$ cat config.mk
export PLATFORM = sky130hd
export DESIGN_NAME = pid_step_clamped_top_flat
export DESIGN_NICKNAME = d
export VERILOG_FILES = /design/src/rtl/psc_pkg.sv /design/src/rtl/psc_if.sv /design/src/rtl/pid_step_clamped_top.sv /design/src/rtl/psc_cfg_regs.sv /design/src/rtl/psc_ctrl.sv /design/src/rtl/psc_dp.sv /design/src/flat_wrapper.sv
export SDC_FILE = /design/constraint.sdc
export NUM_CORES = 2
export LEC_CHECK = 0
export ABC_AREA = 1
export BUFFER_PORTS_ARGS = -buffer_cell sky130_fd_sc_hd__buf_2
export CAP_MARGIN = 20
export CORE_ASPECT_RATIO = 1.25
export CORE_MARGIN = 8
export CORE_UTILIZATION = 45
export CTS_CLUSTER_DIAMETER = 150
export DETAILED_ROUTE_END_ITERATION = 10
export PLACE_DENSITY_LB_ADDON = 0.05
export SETUP_SLACK_MARGIN = 0.2
export SLEW_MARGIN = 10
export SYNTH_ARGS = -nofsm -noshare
export SYNTH_HDL_FRONTEND = slang
export SYNTH_SLANG_ARGS = --single-unit
$ cat constraint.sdc
create_clock -name clk -period 11.52 [get_ports clk]
set_input_delay 1.728 -clock clk [delete_from_list [all_inputs] [get_ports clk]]
set_output_delay 1.728 -clock clk [all_outputs]
set_load 0.01 [all_outputs]
$ cat src/rtl/psc_pkg.sv
// package: widths, register codes, controller types and saturation helpers for the pid step
`timescale 1ns / 1ps
package psc_pkg;

  localparam int DATA_W     = 32;
  localparam int FRAC_BITS  = 16;
  localparam int OPND_W     = DATA_W + 1;
  localparam int PROD_W     = 2 * OPND_W;
  localparam int SH_W       = PROD_W - FRAC_BITS;
  localparam int WIDE_W     = SH_W + 2;
  localparam int LIM_W      = 31;
  localparam int PERIOD_W   = 17;
  localparam int RATE_W     = 31;
  localparam int CFG_ADDR_W = 3;

  localparam logic [LIM_W-1:0]    INTEGRAL_LIMIT_RST   = LIM_W'(39322);
  localparam logic [LIM_W-1:0]    DERIVATIVE_LIMIT_RST = LIM_W'(65536);
  localparam logic [PERIOD_W-1:0] SAMPLE_PERIOD_RST    = PERIOD_W'(328);
  localparam logic [RATE_W-1:0]   SAMPLE_RATE_RST      = RATE_W'(13107200);

  typedef enum logic [CFG_ADDR_W-1:0] {
    REG_GAIN_P           = 3'd0,
    REG_GAIN_I           = 3'd1,
    REG_GAIN_D           = 3'd2,
    REG_INTEGRAL_LIMIT   = 3'd3,
    REG_DERIVATIVE_LIMIT = 3'd4,
    REG_SAMPLE_PERIOD    = 3'd5,
    REG_SAMPLE_RATE      = 3'd6
  } cfg_reg_t;

  typedef struct packed {
    logic signed [DATA_W-1:0] gain_p;
    logic signed [DATA_W-1:0] gain_i;
    logic signed [DATA_W-1:0] gain_d;
    logic [LIM_W-1:0]         integral_limit;
    logic [LIM_W-1:0]         derivative_limit;
    logic [PERIOD_W-1:0]      sample_period;
    logic [RATE_W-1:0]        sample_rate;
  } cfg_t;

  typedef enum logic [2:0] {
    MUL_ERR_PERIOD = 3'd0,
    MUL_DIFF_RATE  = 3'd1,
    MUL_GAIN_P     = 3'd2,
    MUL_GAIN_I     = 3'd3,
    MUL_GAIN_D     = 3'd4
  } mul_sel_t;

  typedef struct packed {
    logic     load;
    logic     diff;
    logic     integ;
    logic     deriv;
    logic     sum_init;
    logic     sum_add;
    logic     finish;
    mul_sel_t mul_sel;
  } dp_cmd_t;

  typedef enum logic [6:0] {
    ST_IDLE  = 7'b0000001,
    ST_DIFF  = 7'b0000010,
    ST_INTEG = 7'b0000100,
    ST_DERIV = 7'b0001000,
    ST_PROP  = 7'b0010000,
    ST_IGAIN = 7'b0100000,
    ST_DGAIN = 7'b1000000
  } state_t;

  function automatic logic signed [DATA_W-1:0] sat32(input logic signed [WIDE_W-1:0] v);
    logic signed [DATA_W-1:0] res;
    if ((&v[WIDE_W-1:DATA_W-1]) || !(|v[WIDE_W-1:DATA_W-1])) begin
      res = v[DATA_W-1:0];
    end else if (v[WIDE_W-1]) begin
      res = {1'b1, {(DATA_W-1){1'b0}}};
    end else begin
      res = {1'b0, {(DATA_W-1){1'b1}}};
    end
    return res;
  endfunction

  function automatic logic signed [DATA_W-1:0] clamp_sym(input logic signed [WIDE_W-1:0] v,
                                                          input logic [LIM_W-1:0] lim);
    logic signed [WIDE_W-1:0] lim_w;
    logic signed [DATA_W-1:0] lim_d;
    logic signed [DATA_W-1:0] res;
    lim_w = signed'({{(WIDE_W-LIM_W){1'b0}}, lim});
    lim_d = signed'({1'b0, lim});
    if (v > lim_w) begin
      res = lim_d;
    end else if (v < -lim_w) begin
      res = -lim_d;
    end else begin
      res = v[DATA_W-1:0];
    end
    return res;
  endfunction

endpackage

$ cat src/rtl/psc_if.sv
// interfaces: input, result and configuration channels of the pid step
`timescale 1ns / 1ps
interface psc_in_if;
  logic                                valid;
  logic                                ready;
  logic signed [psc_pkg::DATA_W-1:0]   setpoint;
  logic signed [psc_pkg::DATA_W-1:0]   feedback;
  modport source (output valid, output setpoint, output feedback, input ready);
  modport sink   (input valid, input setpoint, input feedback, output ready);
endinterface

interface psc_out_if;
  logic                                valid;
  logic                                ready;
  logic signed [psc_pkg::DATA_W-1:0]   drive;
  logic signed [psc_pkg::DATA_W-1:0]   error_term;
  logic signed [psc_pkg::DATA_W-1:0]   integral_term;
  logic signed [psc_pkg::DATA_W-1:0]   derivative_term;
  modport source (output valid, output drive, output error_term, output integral_term,
                  output derivative_term, input ready);
  modport sink   (input valid, input drive, input error_term, input integral_term,
                  input derivative_term, output ready);
endinterface

interface psc_cfg_if;
  logic                              valid;
  logic                              ready;
  logic [psc_pkg::CFG_ADDR_W-1:0]    addr;
  logic [psc_pkg::DATA_W-1:0]        data;
  modport source (output valid, output addr, output data, input ready);
  modport sink   (input valid, input addr, input data, output ready);
endinterface

$ cat src/rtl/pid_step_clamped_top.sv
// top level: fixed-point pid step with clamped integral and derivative
// input taken in idle, then diff, integ, deriv, prop, igain, dgain states; result registered
// no new input until the last has finished; a single shared 33x33 multiplier is used five times
// a result waiting at the output stalls the final step until it is taken
// reset: synchronous active-low rst_n clears state and error history, loads register defaults
`timescale 1ns / 1ps
module pid_step_clamped_top (
  input logic         clk,
  input logic         rst_n,
  psc_in_if.sink      in_ch,
  psc_out_if.source   out_ch,
  psc_cfg_if.sink     cfg_ch
);

  psc_pkg::cfg_t    cfg;
  psc_pkg::dp_cmd_t cmd;

  assign cfg_ch.ready = 1'b1;

  psc_cfg_regs u_regs (
    .clk     (clk),
    .rst_n   (rst_n),
    .wr_en   (cfg_ch.valid),
    .wr_addr (cfg_ch.addr),
    .wr_data (cfg_ch.data),
    .cfg     (cfg)
  );

  psc_ctrl u_ctrl (
    .clk       (clk),
    .rst_n     (rst_n),
    .in_valid  (in_ch.valid),
    .in_ready  (in_ch.ready),
    .out_valid (out_ch.valid),
    .out_ready (out_ch.ready),
    .cmd       (cmd)
  );

  psc_dp u_dp (
    .clk             (clk),
    .rst_n           (rst_n),
    .cmd             (cmd),
    .cfg             (cfg),
    .setpoint        (in_ch.setpoint),
    .feedback        (in_ch.feedback),
    .drive           (out_ch.drive),
    .error_term      (out_ch.error_term),
    .integral_term   (out_ch.integral_term),
    .derivative_term (out_ch.derivative_term)
  );

endmodule

$ cat src/rtl/psc_cfg_regs.sv
// configuration register file of the pid step
`timescale 1ns / 1ps
module psc_cfg_regs (
  input  logic                           clk,
  input  logic                           rst_n,
  input  logic                           wr_en,
  input  logic [psc_pkg::CFG_ADDR_W-1:0] wr_addr,
  input  logic [psc_pkg::DATA_W-1:0]     wr_data,
  output psc_pkg::cfg_t                  cfg
);

  psc_pkg::cfg_t cfg_r;

  always_ff @(posedge clk) begin
    if (!rst_n) begin
      cfg_r.gain_p           <= '0;
      cfg_r.gain_i           <= '0;
      cfg_r.gain_d           <= '0;
      cfg_r.integral_limit   <= psc_pkg::INTEGRAL_LIMIT_RST;
      cfg_r.derivative_limit <= psc_pkg::DERIVATIVE_LIMIT_RST;
      cfg_r.sample_period    <= psc_pkg::SAMPLE_PERIOD_RST;
      cfg_r.sample_rate      <= psc_pkg::SAMPLE_RATE_RST;
    end else if (wr_en) begin
      unique case (psc_pkg::cfg_reg_t'(wr_addr))
        psc_pkg::REG_GAIN_P:           cfg_r.gain_p <= signed'(wr_data);
        psc_pkg::REG_GAIN_I:           cfg_r.gain_i <= signed'(wr_data);
        psc_pkg::REG_GAIN_D:           cfg_r.gain_d <= signed'(wr_data);
        psc_pkg::REG_INTEGRAL_LIMIT:   cfg_r.integral_limit <= wr_data[psc_pkg::LIM_W-1:0];
        psc_pkg::REG_DERIVATIVE_LIMIT: cfg_r.derivative_limit <= wr_data[psc_pkg::LIM_W-1:0];
        psc_pkg::REG_SAMPLE_PERIOD:    cfg_r.sample_period <= wr_data[psc_pkg::PERIOD_W-1:0];
        psc_pkg::REG_SAMPLE_RATE:      cfg_r.sample_rate <= wr_data[psc_pkg::RATE_W-1:0];
        default: begin
        end
      endcase
    end
  end

  assign cfg = cfg_r;

endmodule

$ cat src/rtl/psc_ctrl.sv
// controller: sequences the shared multiplier and owns the result handshake
`timescale 1ns / 1ps
module psc_ctrl (
  input  logic             clk,
  input  logic             rst_n,
  input  logic             in_valid,
  output logic             in_ready,
  output logic             out_valid,
  input  logic             out_ready,
  output psc_pkg::dp_cmd_t cmd
);

  psc_pkg::state_t state_r, state_nxt;
  logic            out_valid_r, out_valid_nxt;

  always_comb begin
    state_nxt   = state_r;
    cmd         = '0;
    cmd.mul_sel = psc_pkg::MUL_GAIN_D;
    unique case (state_r)
      psc_pkg::ST_IDLE: begin
        if (in_valid) begin
          cmd.load  = 1'b1;
          state_nxt = psc_pkg::ST_DIFF;
        end
      end
      psc_pkg::ST_DIFF: begin
        cmd.diff    = 1'b1;
        cmd.mul_sel = psc_pkg::MUL_ERR_PERIOD;
        state_nxt   = psc_pkg::ST_INTEG;
      end
      psc_pkg::ST_INTEG: begin
        cmd.integ   = 1'b1;
        cmd.mul_sel = psc_pkg::MUL_DIFF_RATE;
        state_nxt   = psc_pkg::ST_DERIV;
      end
      psc_pkg::ST_DERIV: begin
        cmd.deriv   = 1'b1;
        cmd.mul_sel = psc_pkg::MUL_GAIN_P;
        state_nxt   = psc_pkg::ST_PROP;
      end
      psc_pkg::ST_PROP: begin
        cmd.sum_init = 1'b1;
        cmd.mul_sel  = psc_pkg::MUL_GAIN_I;
        state_nxt    = psc_pkg::ST_IGAIN;
      end
      psc_pkg::ST_IGAIN: begin
        cmd.sum_add = 1'b1;
        cmd.mul_sel = psc_pkg::MUL_GAIN_D;
        state_nxt   = psc_pkg::ST_DGAIN;
      end
      psc_pkg::ST_DGAIN: begin
        cmd.mul_sel = psc_pkg::MUL_GAIN_D;
        if (!out_valid_r || out_ready) begin
          cmd.finish = 1'b1;
          state_nxt  = psc_pkg::ST_IDLE;
        end
      end
      default: begin
        state_nxt = psc_pkg::ST_IDLE;
      end
    endcase
  end

  always_comb begin
    if (cmd.finish) begin
      out_valid_nxt = 1'b1;
    end else if (out_ready) begin
      out_valid_nxt = 1'b0;
    end else begin
      out_valid_nxt = out_valid_r;
    end
  end

  always_ff @(posedge clk) begin
    if (!rst_n) begin
      state_r     <= psc_pkg::ST_IDLE;
      out_valid_r <= 1'b0;
    end else begin
      state_r     <= state_nxt;
      out_valid_r <= out_valid_nxt;
    end
  end

  assign in_ready  = (state_r == psc_pkg::ST_IDLE);
  assign out_valid = out_valid_r;

endmodule

$ cat src/rtl/psc_dp.sv
// datapath: error, shared 33x33 multiplier, integral and derivative state, result registers
`timescale 1ns / 1ps
module psc_dp (
  input  logic                              clk,
  input  logic                              rst_n,
  input  psc_pkg::dp_cmd_t                  cmd,
  input  psc_pkg::cfg_t                     cfg,
  input  logic signed [psc_pkg::DATA_W-1:0] setpoint,
  input  logic signed [psc_pkg::DATA_W-1:0] feedback,
  output logic signed [psc_pkg::DATA_W-1:0] drive,
  output logic signed [psc_pkg::DATA_W-1:0] error_term,
  output logic signed [psc_pkg::DATA_W-1:0] integral_term,
  output logic signed [psc_pkg::DATA_W-1:0] derivative_term
);

  localparam int DW = psc_pkg::DATA_W;
  localparam int OW = psc_pkg::OPND_W;
  localparam int PW = psc_pkg::PROD_W;
  localparam int SW = psc_pkg::SH_W;
  localparam int WW = psc_pkg::WIDE_W;

  logic signed [DW-1:0] err_r, diff_r, prev_r, acc_r, integ_r, deriv_r;
  logic signed [PW-1:0] prod_r;
  logic signed [WW-1:0] sum_r;
  logic signed [DW-1:0] drive_r, err_out_r, integ_out_r, deriv_out_r;

  logic signed [OW-1:0] mul_a, mul_b;
  logic signed [DW:0]   err_wide, diff_wide;
  logic signed [SW-1:0] shifted;
  logic signed [WW-1:0] integ_sum, sum_acc;
  logic signed [DW-1:0] integ_val;

  always_comb begin
    case (cmd.mul_sel)
      psc_pkg::MUL_ERR_PERIOD: begin
        mul_a = OW'(err_r);
        mul_b = signed'({{(OW-psc_pkg::PERIOD_W){1'b0}}, cfg.sample_period});
      end
      psc_pkg::MUL_DIFF_RATE: begin
        mul_a = OW'(diff_r);
        mul_b = signed'({{(OW-psc_pkg::RATE_W){1'b0}}, cfg.sample_rate});
      end
      psc_pkg::MUL_GAIN_P: begin
        mul_a = OW'(cfg.gain_p);
        mul_b = OW'(err_r);
      end
      psc_pkg::MUL_GAIN_I: begin
        mul_a = OW'(cfg.gain_i);
        mul_b = OW'(integ_r);
      end
      default: begin
        mul_a = OW'(cfg.gain_d);
        mul_b = OW'(deriv_r);
      end
    endcase
  end

  // floor shift of the product
  assign shifted   = prod_r[PW-1:psc_pkg::FRAC_BITS];
  assign err_wide  = (DW+1)'(setpoint) - (DW+1)'(feedback);
  assign diff_wide = (DW+1)'(err_r) - (DW+1)'(prev_r);
  assign integ_sum = WW'(acc_r) + WW'(shifted);
  assign integ_val = psc_pkg::clamp_sym(WW'(psc_pkg::sat32(integ_sum)), cfg.integral_limit);
  assign sum_acc   = sum_r + WW'(shifted);

  always_ff @(posedge clk) begin
    prod_r <= PW'(mul_a) * PW'(mul_b);
    if (cmd.load) begin
      err_r <= psc_pkg::sat32(WW'(err_wide));
    end
    if (cmd.diff) begin
      diff_r <= psc_pkg::sat32(WW'(diff_wide));
    end
    if (cmd.integ) begin
      integ_r <= integ_val;
    end
    if (cmd.deriv) begin
      deriv_r <= psc_pkg::clamp_sym(WW'(shifted), cfg.derivative_limit);
    end
    if (cmd.sum_init) begin
      sum_r <= WW'(shifted);
    end else if (cmd.sum_add) begin
      sum_r <= sum_acc;
    end
    if (cmd.finish) begin
      drive_r     <= psc_pkg::sat32(sum_acc);
      err_out_r   <= err_r;
      integ_out_r <= integ_r;
      deriv_out_r <= deriv_r;
    end
  end

  // controller state carried between transactions
  always_ff @(posedge clk) begin
    if (!rst_n) begin
      prev_r <= '0;
      acc_r  <= '0;
    end else begin
      if (cmd.diff) begin
        prev_r <= err_r;
      end
      if (cmd.integ) begin
        acc_r <= integ_val;
      end
    end
  end

  assign drive           = drive_r;
  assign error_term      = err_out_r;
  assign integral_term   = integ_out_r;
  assign derivative_term = deriv_out_r;

endmodule

$ cat src/flat_wrapper.sv
// flat-port wrapper written by rule: the top's interface ports become plain ports
module pid_step_clamped_top_flat 
  (clk, rst_n, in_ch_valid, in_ch_setpoint, in_ch_feedback, in_ch_ready, out_ch_valid, out_ch_drive, out_ch_error_term, out_ch_integral_term, out_ch_derivative_term, out_ch_ready, cfg_ch_valid, cfg_ch_addr, cfg_ch_data, cfg_ch_ready);
  psc_in_if in_ch_i ();
  psc_out_if out_ch_i ();
  psc_cfg_if cfg_ch_i ();
  input logic clk;
  input logic rst_n;
  input wire logic [$bits(in_ch_i.valid)-1:0] in_ch_valid;
  input wire logic [$bits(in_ch_i.setpoint)-1:0] in_ch_setpoint;
  input wire logic [$bits(in_ch_i.feedback)-1:0] in_ch_feedback;
  output wire logic [$bits(in_ch_i.ready)-1:0] in_ch_ready;
  output wire logic [$bits(out_ch_i.valid)-1:0] out_ch_valid;
  output wire logic [$bits(out_ch_i.drive)-1:0] out_ch_drive;
  output wire logic [$bits(out_ch_i.error_term)-1:0] out_ch_error_term;
  output wire logic [$bits(out_ch_i.integral_term)-1:0] out_ch_integral_term;
  output wire logic [$bits(out_ch_i.derivative_term)-1:0] out_ch_derivative_term;
  input wire logic [$bits(out_ch_i.ready)-1:0] out_ch_ready;
  input wire logic [$bits(cfg_ch_i.valid)-1:0] cfg_ch_valid;
  input wire logic [$bits(cfg_ch_i.addr)-1:0] cfg_ch_addr;
  input wire logic [$bits(cfg_ch_i.data)-1:0] cfg_ch_data;
  output wire logic [$bits(cfg_ch_i.ready)-1:0] cfg_ch_ready;
  assign in_ch_i.valid = in_ch_valid;
  assign in_ch_i.setpoint = in_ch_setpoint;
  assign in_ch_i.feedback = in_ch_feedback;
  assign in_ch_ready = in_ch_i.ready;
  assign out_ch_valid = out_ch_i.valid;
  assign out_ch_drive = out_ch_i.drive;
  assign out_ch_error_term = out_ch_i.error_term;
  assign out_ch_integral_term = out_ch_i.integral_term;
  assign out_ch_derivative_term = out_ch_i.derivative_term;
  assign out_ch_i.ready = out_ch_ready;
  assign cfg_ch_i.valid = cfg_ch_valid;
  assign cfg_ch_i.addr = cfg_ch_addr;
  assign cfg_ch_i.data = cfg_ch_data;
  assign cfg_ch_ready = cfg_ch_i.ready;
  pid_step_clamped_top u_core (.clk(clk), .rst_n(rst_n), .in_ch(in_ch_i), .out_ch(out_ch_i), .cfg_ch(cfg_ch_i));
endmodule
==> metrics.cfg <==
[placement]
dp_slack_ns=1.009
port_buffers=233
dpl.hpwl_um=257900
dpl_cell_area_um2=84520
finalWeightedCongestion=0.9967

[sta]
min_period_ns=10.78
worst_slack_ns=0.7369
fmax_ghz=0.09274
clock-skew-final_ns=0.03721
tns_ns=0
period_share_pct=93.60
hold_viol=0
maxSlewHeadroom_pct=24.32
rsz0062_at_grt=no
finalSetupViolCount=0
tightest_slew_ns=1.135
drv_slew=0

[pwr]
p_leak_nw=44.89
p_seq_share_pct=15.3
swShare_pct=56.57
p_int_mw=9.218
p_per_area_nw_per_um2=243.7
vdd_drop_max_mv=0.3309
combPwrFrac_pct=72.9
power_frac_clock_pct=11.8
p_switching_mw=12.01

[worst_setup_path]
required_ns=12.06
rr_startpoint=u_core.u_ctrl.state_r[5]
path_max_fanout=71
crit_path_start=u_core.u_ctrl.state_r[5]
crit_family=adder cells
critPathKind=register to register
cp_data_arrival_time_ns=11.32
start_kind=register
cp_slowest_stage_delay_ns=0.96
crit_buf_inv=9
r2r_slack_ns=0.74
timing.critical_path.mode_cell=fa_1
crit_path_top_delay_cell=clkinv_1
end_kind=register

[clock_tree]
clock-sinks=636
root_buffer=clkbuf_16
post-cts-setup-buffers=0
cts_buffers=72
clkLatencyLatePin_ns=0.71
clk_pin_slew_ns=0.07
cts_tree=built
cts_buffer_depth=3
postCtsHoldBufs=0
post_cts_resized=0
htreeDepth=3

[synthesis]
syn_avg_cell_area_um2=7.800
synth.distinct_cells=69
synth_top_area_share_pct=27.87
syn-num-nets=12130
yosys.area.top_type=fa_1
synthTopCellsByCount=2,345 x nand2_1, 2,209 x inv_1, 1,125 x fa_1, 987 x nor2_1, 541 x ha_1
ys.warnings.count=0
synthArstFlopShare_pct=0
synth-edff-count=308
ys_top_cells_by_area=fa_1 28%, edfxtp_1 11%, nand2_1 11%, inv_1 10%, ha_1 8.4%
yosysMostFrequentCell=nand2_1
ys_seq_area_share_pct=19.57
ys_ff_latch=636
syn_inst=10360
syn_area_um2=80810
ys.flop_type=dfxtp_1

[floorplan]
pin_count=235
core_area_um2=179200
die_w_um=395.0
rows=174
die_area_um2=193500
die_h_um=489.8
start_util_pct=45.10

[drt]
wl_um=317800
drc=0
routedWlPerCell_um=24.61
vias=69870
drtAntennaViolNets=0
drt_pass1_iterations=7
avgViaCountPerCell=5.410
dr.first_iter.drc_count=5352

[finish]
final_area_um2=87100
fill_cells=18120
fin_nets=12240
drive_gt1_share_pct=7.254
area_delta_synth_final_pct=7.777
utilization_pct=48.61

[hold_path]
worstHoldPathType=register to register
hold_path.startpoint=u_core.u_dp.prev_r[21]

[flow_run]
cap_violations=0

[global_routing]
grt_pass1_vias=72780
overflow=0
grt_max_degree=100
grt_pass1_wl_um=469600
antenna_found_initial=22
grt_util_all_layers_pct=32.45

[run_status]
outcome=finished, final reports clean

[power by group through the flow]
| stage | clock, mW | sequential (mW) | combinational [mW] |
|---|---|---|---|
| floorplan | 0 | 3.02 | 9.83 |
| global placement | 0 | 3.28 | 15.3 |
| detailed placement | 0 | 3.27 | 15.3 |
| CTS | 2.55 | 3.23 | 15.5 |
| global route | 2.62 | 3.24 | 17.1 |
| finish | 2.51 | 3.24 | 15.5 |
[state kept, by name (all words and copies together), names as in the netlist]
| name | flops |
|---|---|
| u_core.u_dp.derivative_term | 32 |
| u_core.u_regs.cfg | 206 |
| u_core.u_dp.integ_r | 32 |
| u_core.u_ctrl.out_valid | 1 |
| u_core.u_dp.acc_r | 32 |
| u_core.u_dp.deriv_r | 32 |
| u_core.u_dp.diff_r | 32 |
| u_core.u_dp.drive | 32 |
| u_core.u_dp.err_r | 32 |
| u_core.u_ctrl.state_r | 7 |
| u_core.u_dp.prev_r | 32 |
| u_core.u_dp.error_term | 32 |
| u_core.u_dp.prod_r | 50 |
| u_core.u_dp.integral_term | 32 |
| u_core.u_dp.sum_r | 52 |
[metrics by stage]
| stage | hold slack, ns | total power [mW] | cells |
|---|---|---|---|
| finish | 0.4575 | 21.22 | 12910 |
| detailed placement | 0.4451 | 18.60 | 12770 |
| floorplan | 0.4208 | 12.85 | 10360 |
| global placement | 0.4396 | 18.61 | 12770 |
| global route | 0.4767 | 22.94 | 12910 |
| CTS | 0.4583 | 21.27 | 12910 |
[worst paths after layout]
path | to | cells past startpoint
setup / recovery | u_core.u_dp.prod_r[41] | 32
setup reg to reg | u_core.u_dp.prod_r[41] | 32
hold / removal | u_core.u_dp.prev_r[21] | 2
hold reg to reg | u_core.u_dp.prev_r[21] | 2
[cell families (layout without fill, tap and decap cells)]
family	Yosys count	count (layout)	share of synthesized area, %
AND/OR/NAND/NOR	3932	3932	20.07
buffers and inverters	2585	2756	12.41
adder cells (fa/ha/maj)	1666	1666	36.25
AO/OA/AOI/OAI	1318	1318	9.279
flip-flops	636	636	19.57
XOR/XNOR	223	223	2.426
other	1	7	0.004640
[layout make-up]
type                       instances  area [um^2]  share of cell area (%)
antenna                            6        15.01                 0.01724
clock buffer                      96         2056                   2.360
clock inverter                    37        462.9                  0.5315
inverter                        2244         8431                   9.680
multi-input combinational       7140        55040                   63.19
sequential                       636        15820                   18.16
tap                             2376         2973                   3.413
timing repair buffer             379         2306                   2.648
[cell usage in the layout (no fill, tap or decap), types with 12 or more instances in the layout]
master     netlist  layout
fa_1          1125    1125
a21oi_1        457     457
nand3_2         50      50
a31oi_1         52      52
nand3_1        216     216
nand2_1       2345    2343
a21boi_0        12      12
o21ai_1         18      14
inv_1         2209    2207
clkbuf_16        0      75
o21ai_2         10      16
o2111ai_1       13      13
ha_1           541     541
nor2_1         987     981
xor2_1         137     137
nor4_1          25      25
nor3_1          82      81
buf_4            4     142
buf_2           40     233
nor2_2          35      39
nand2_2         70      72
o21a_1          39      39
inv_2           21      21
nand4_1         60      60
o21ai_0        526     523
xnor2_1         85      85
a221oi_1        55      55
nor3_2          14      15
a21o_1          14      14
edfxtp_1       308     308
clkinv_1        14      17
a21oi_2         18      18
a211oi_1        15      15
o211ai_1        39      39
dfxtp_1        328     328
o21bai_1        21      21
[tightest hold or removal path, cell delays in order, from the launching register on]
cell	delay (ns)
dfxtp_1	0.29
inv_1	0.06
a21oi_1	0.05
[layer usage]
metal,global-route usage [%],up-vias,wire [um]
met5,0,-,27
met4,16.23,4,18960
met3,4.604,658,19570
met2,56.31,2578,154500
met1,39.53,34660,124700
li1,-,31970,-
Note: power is estimated with default switching activity, not from simulation.
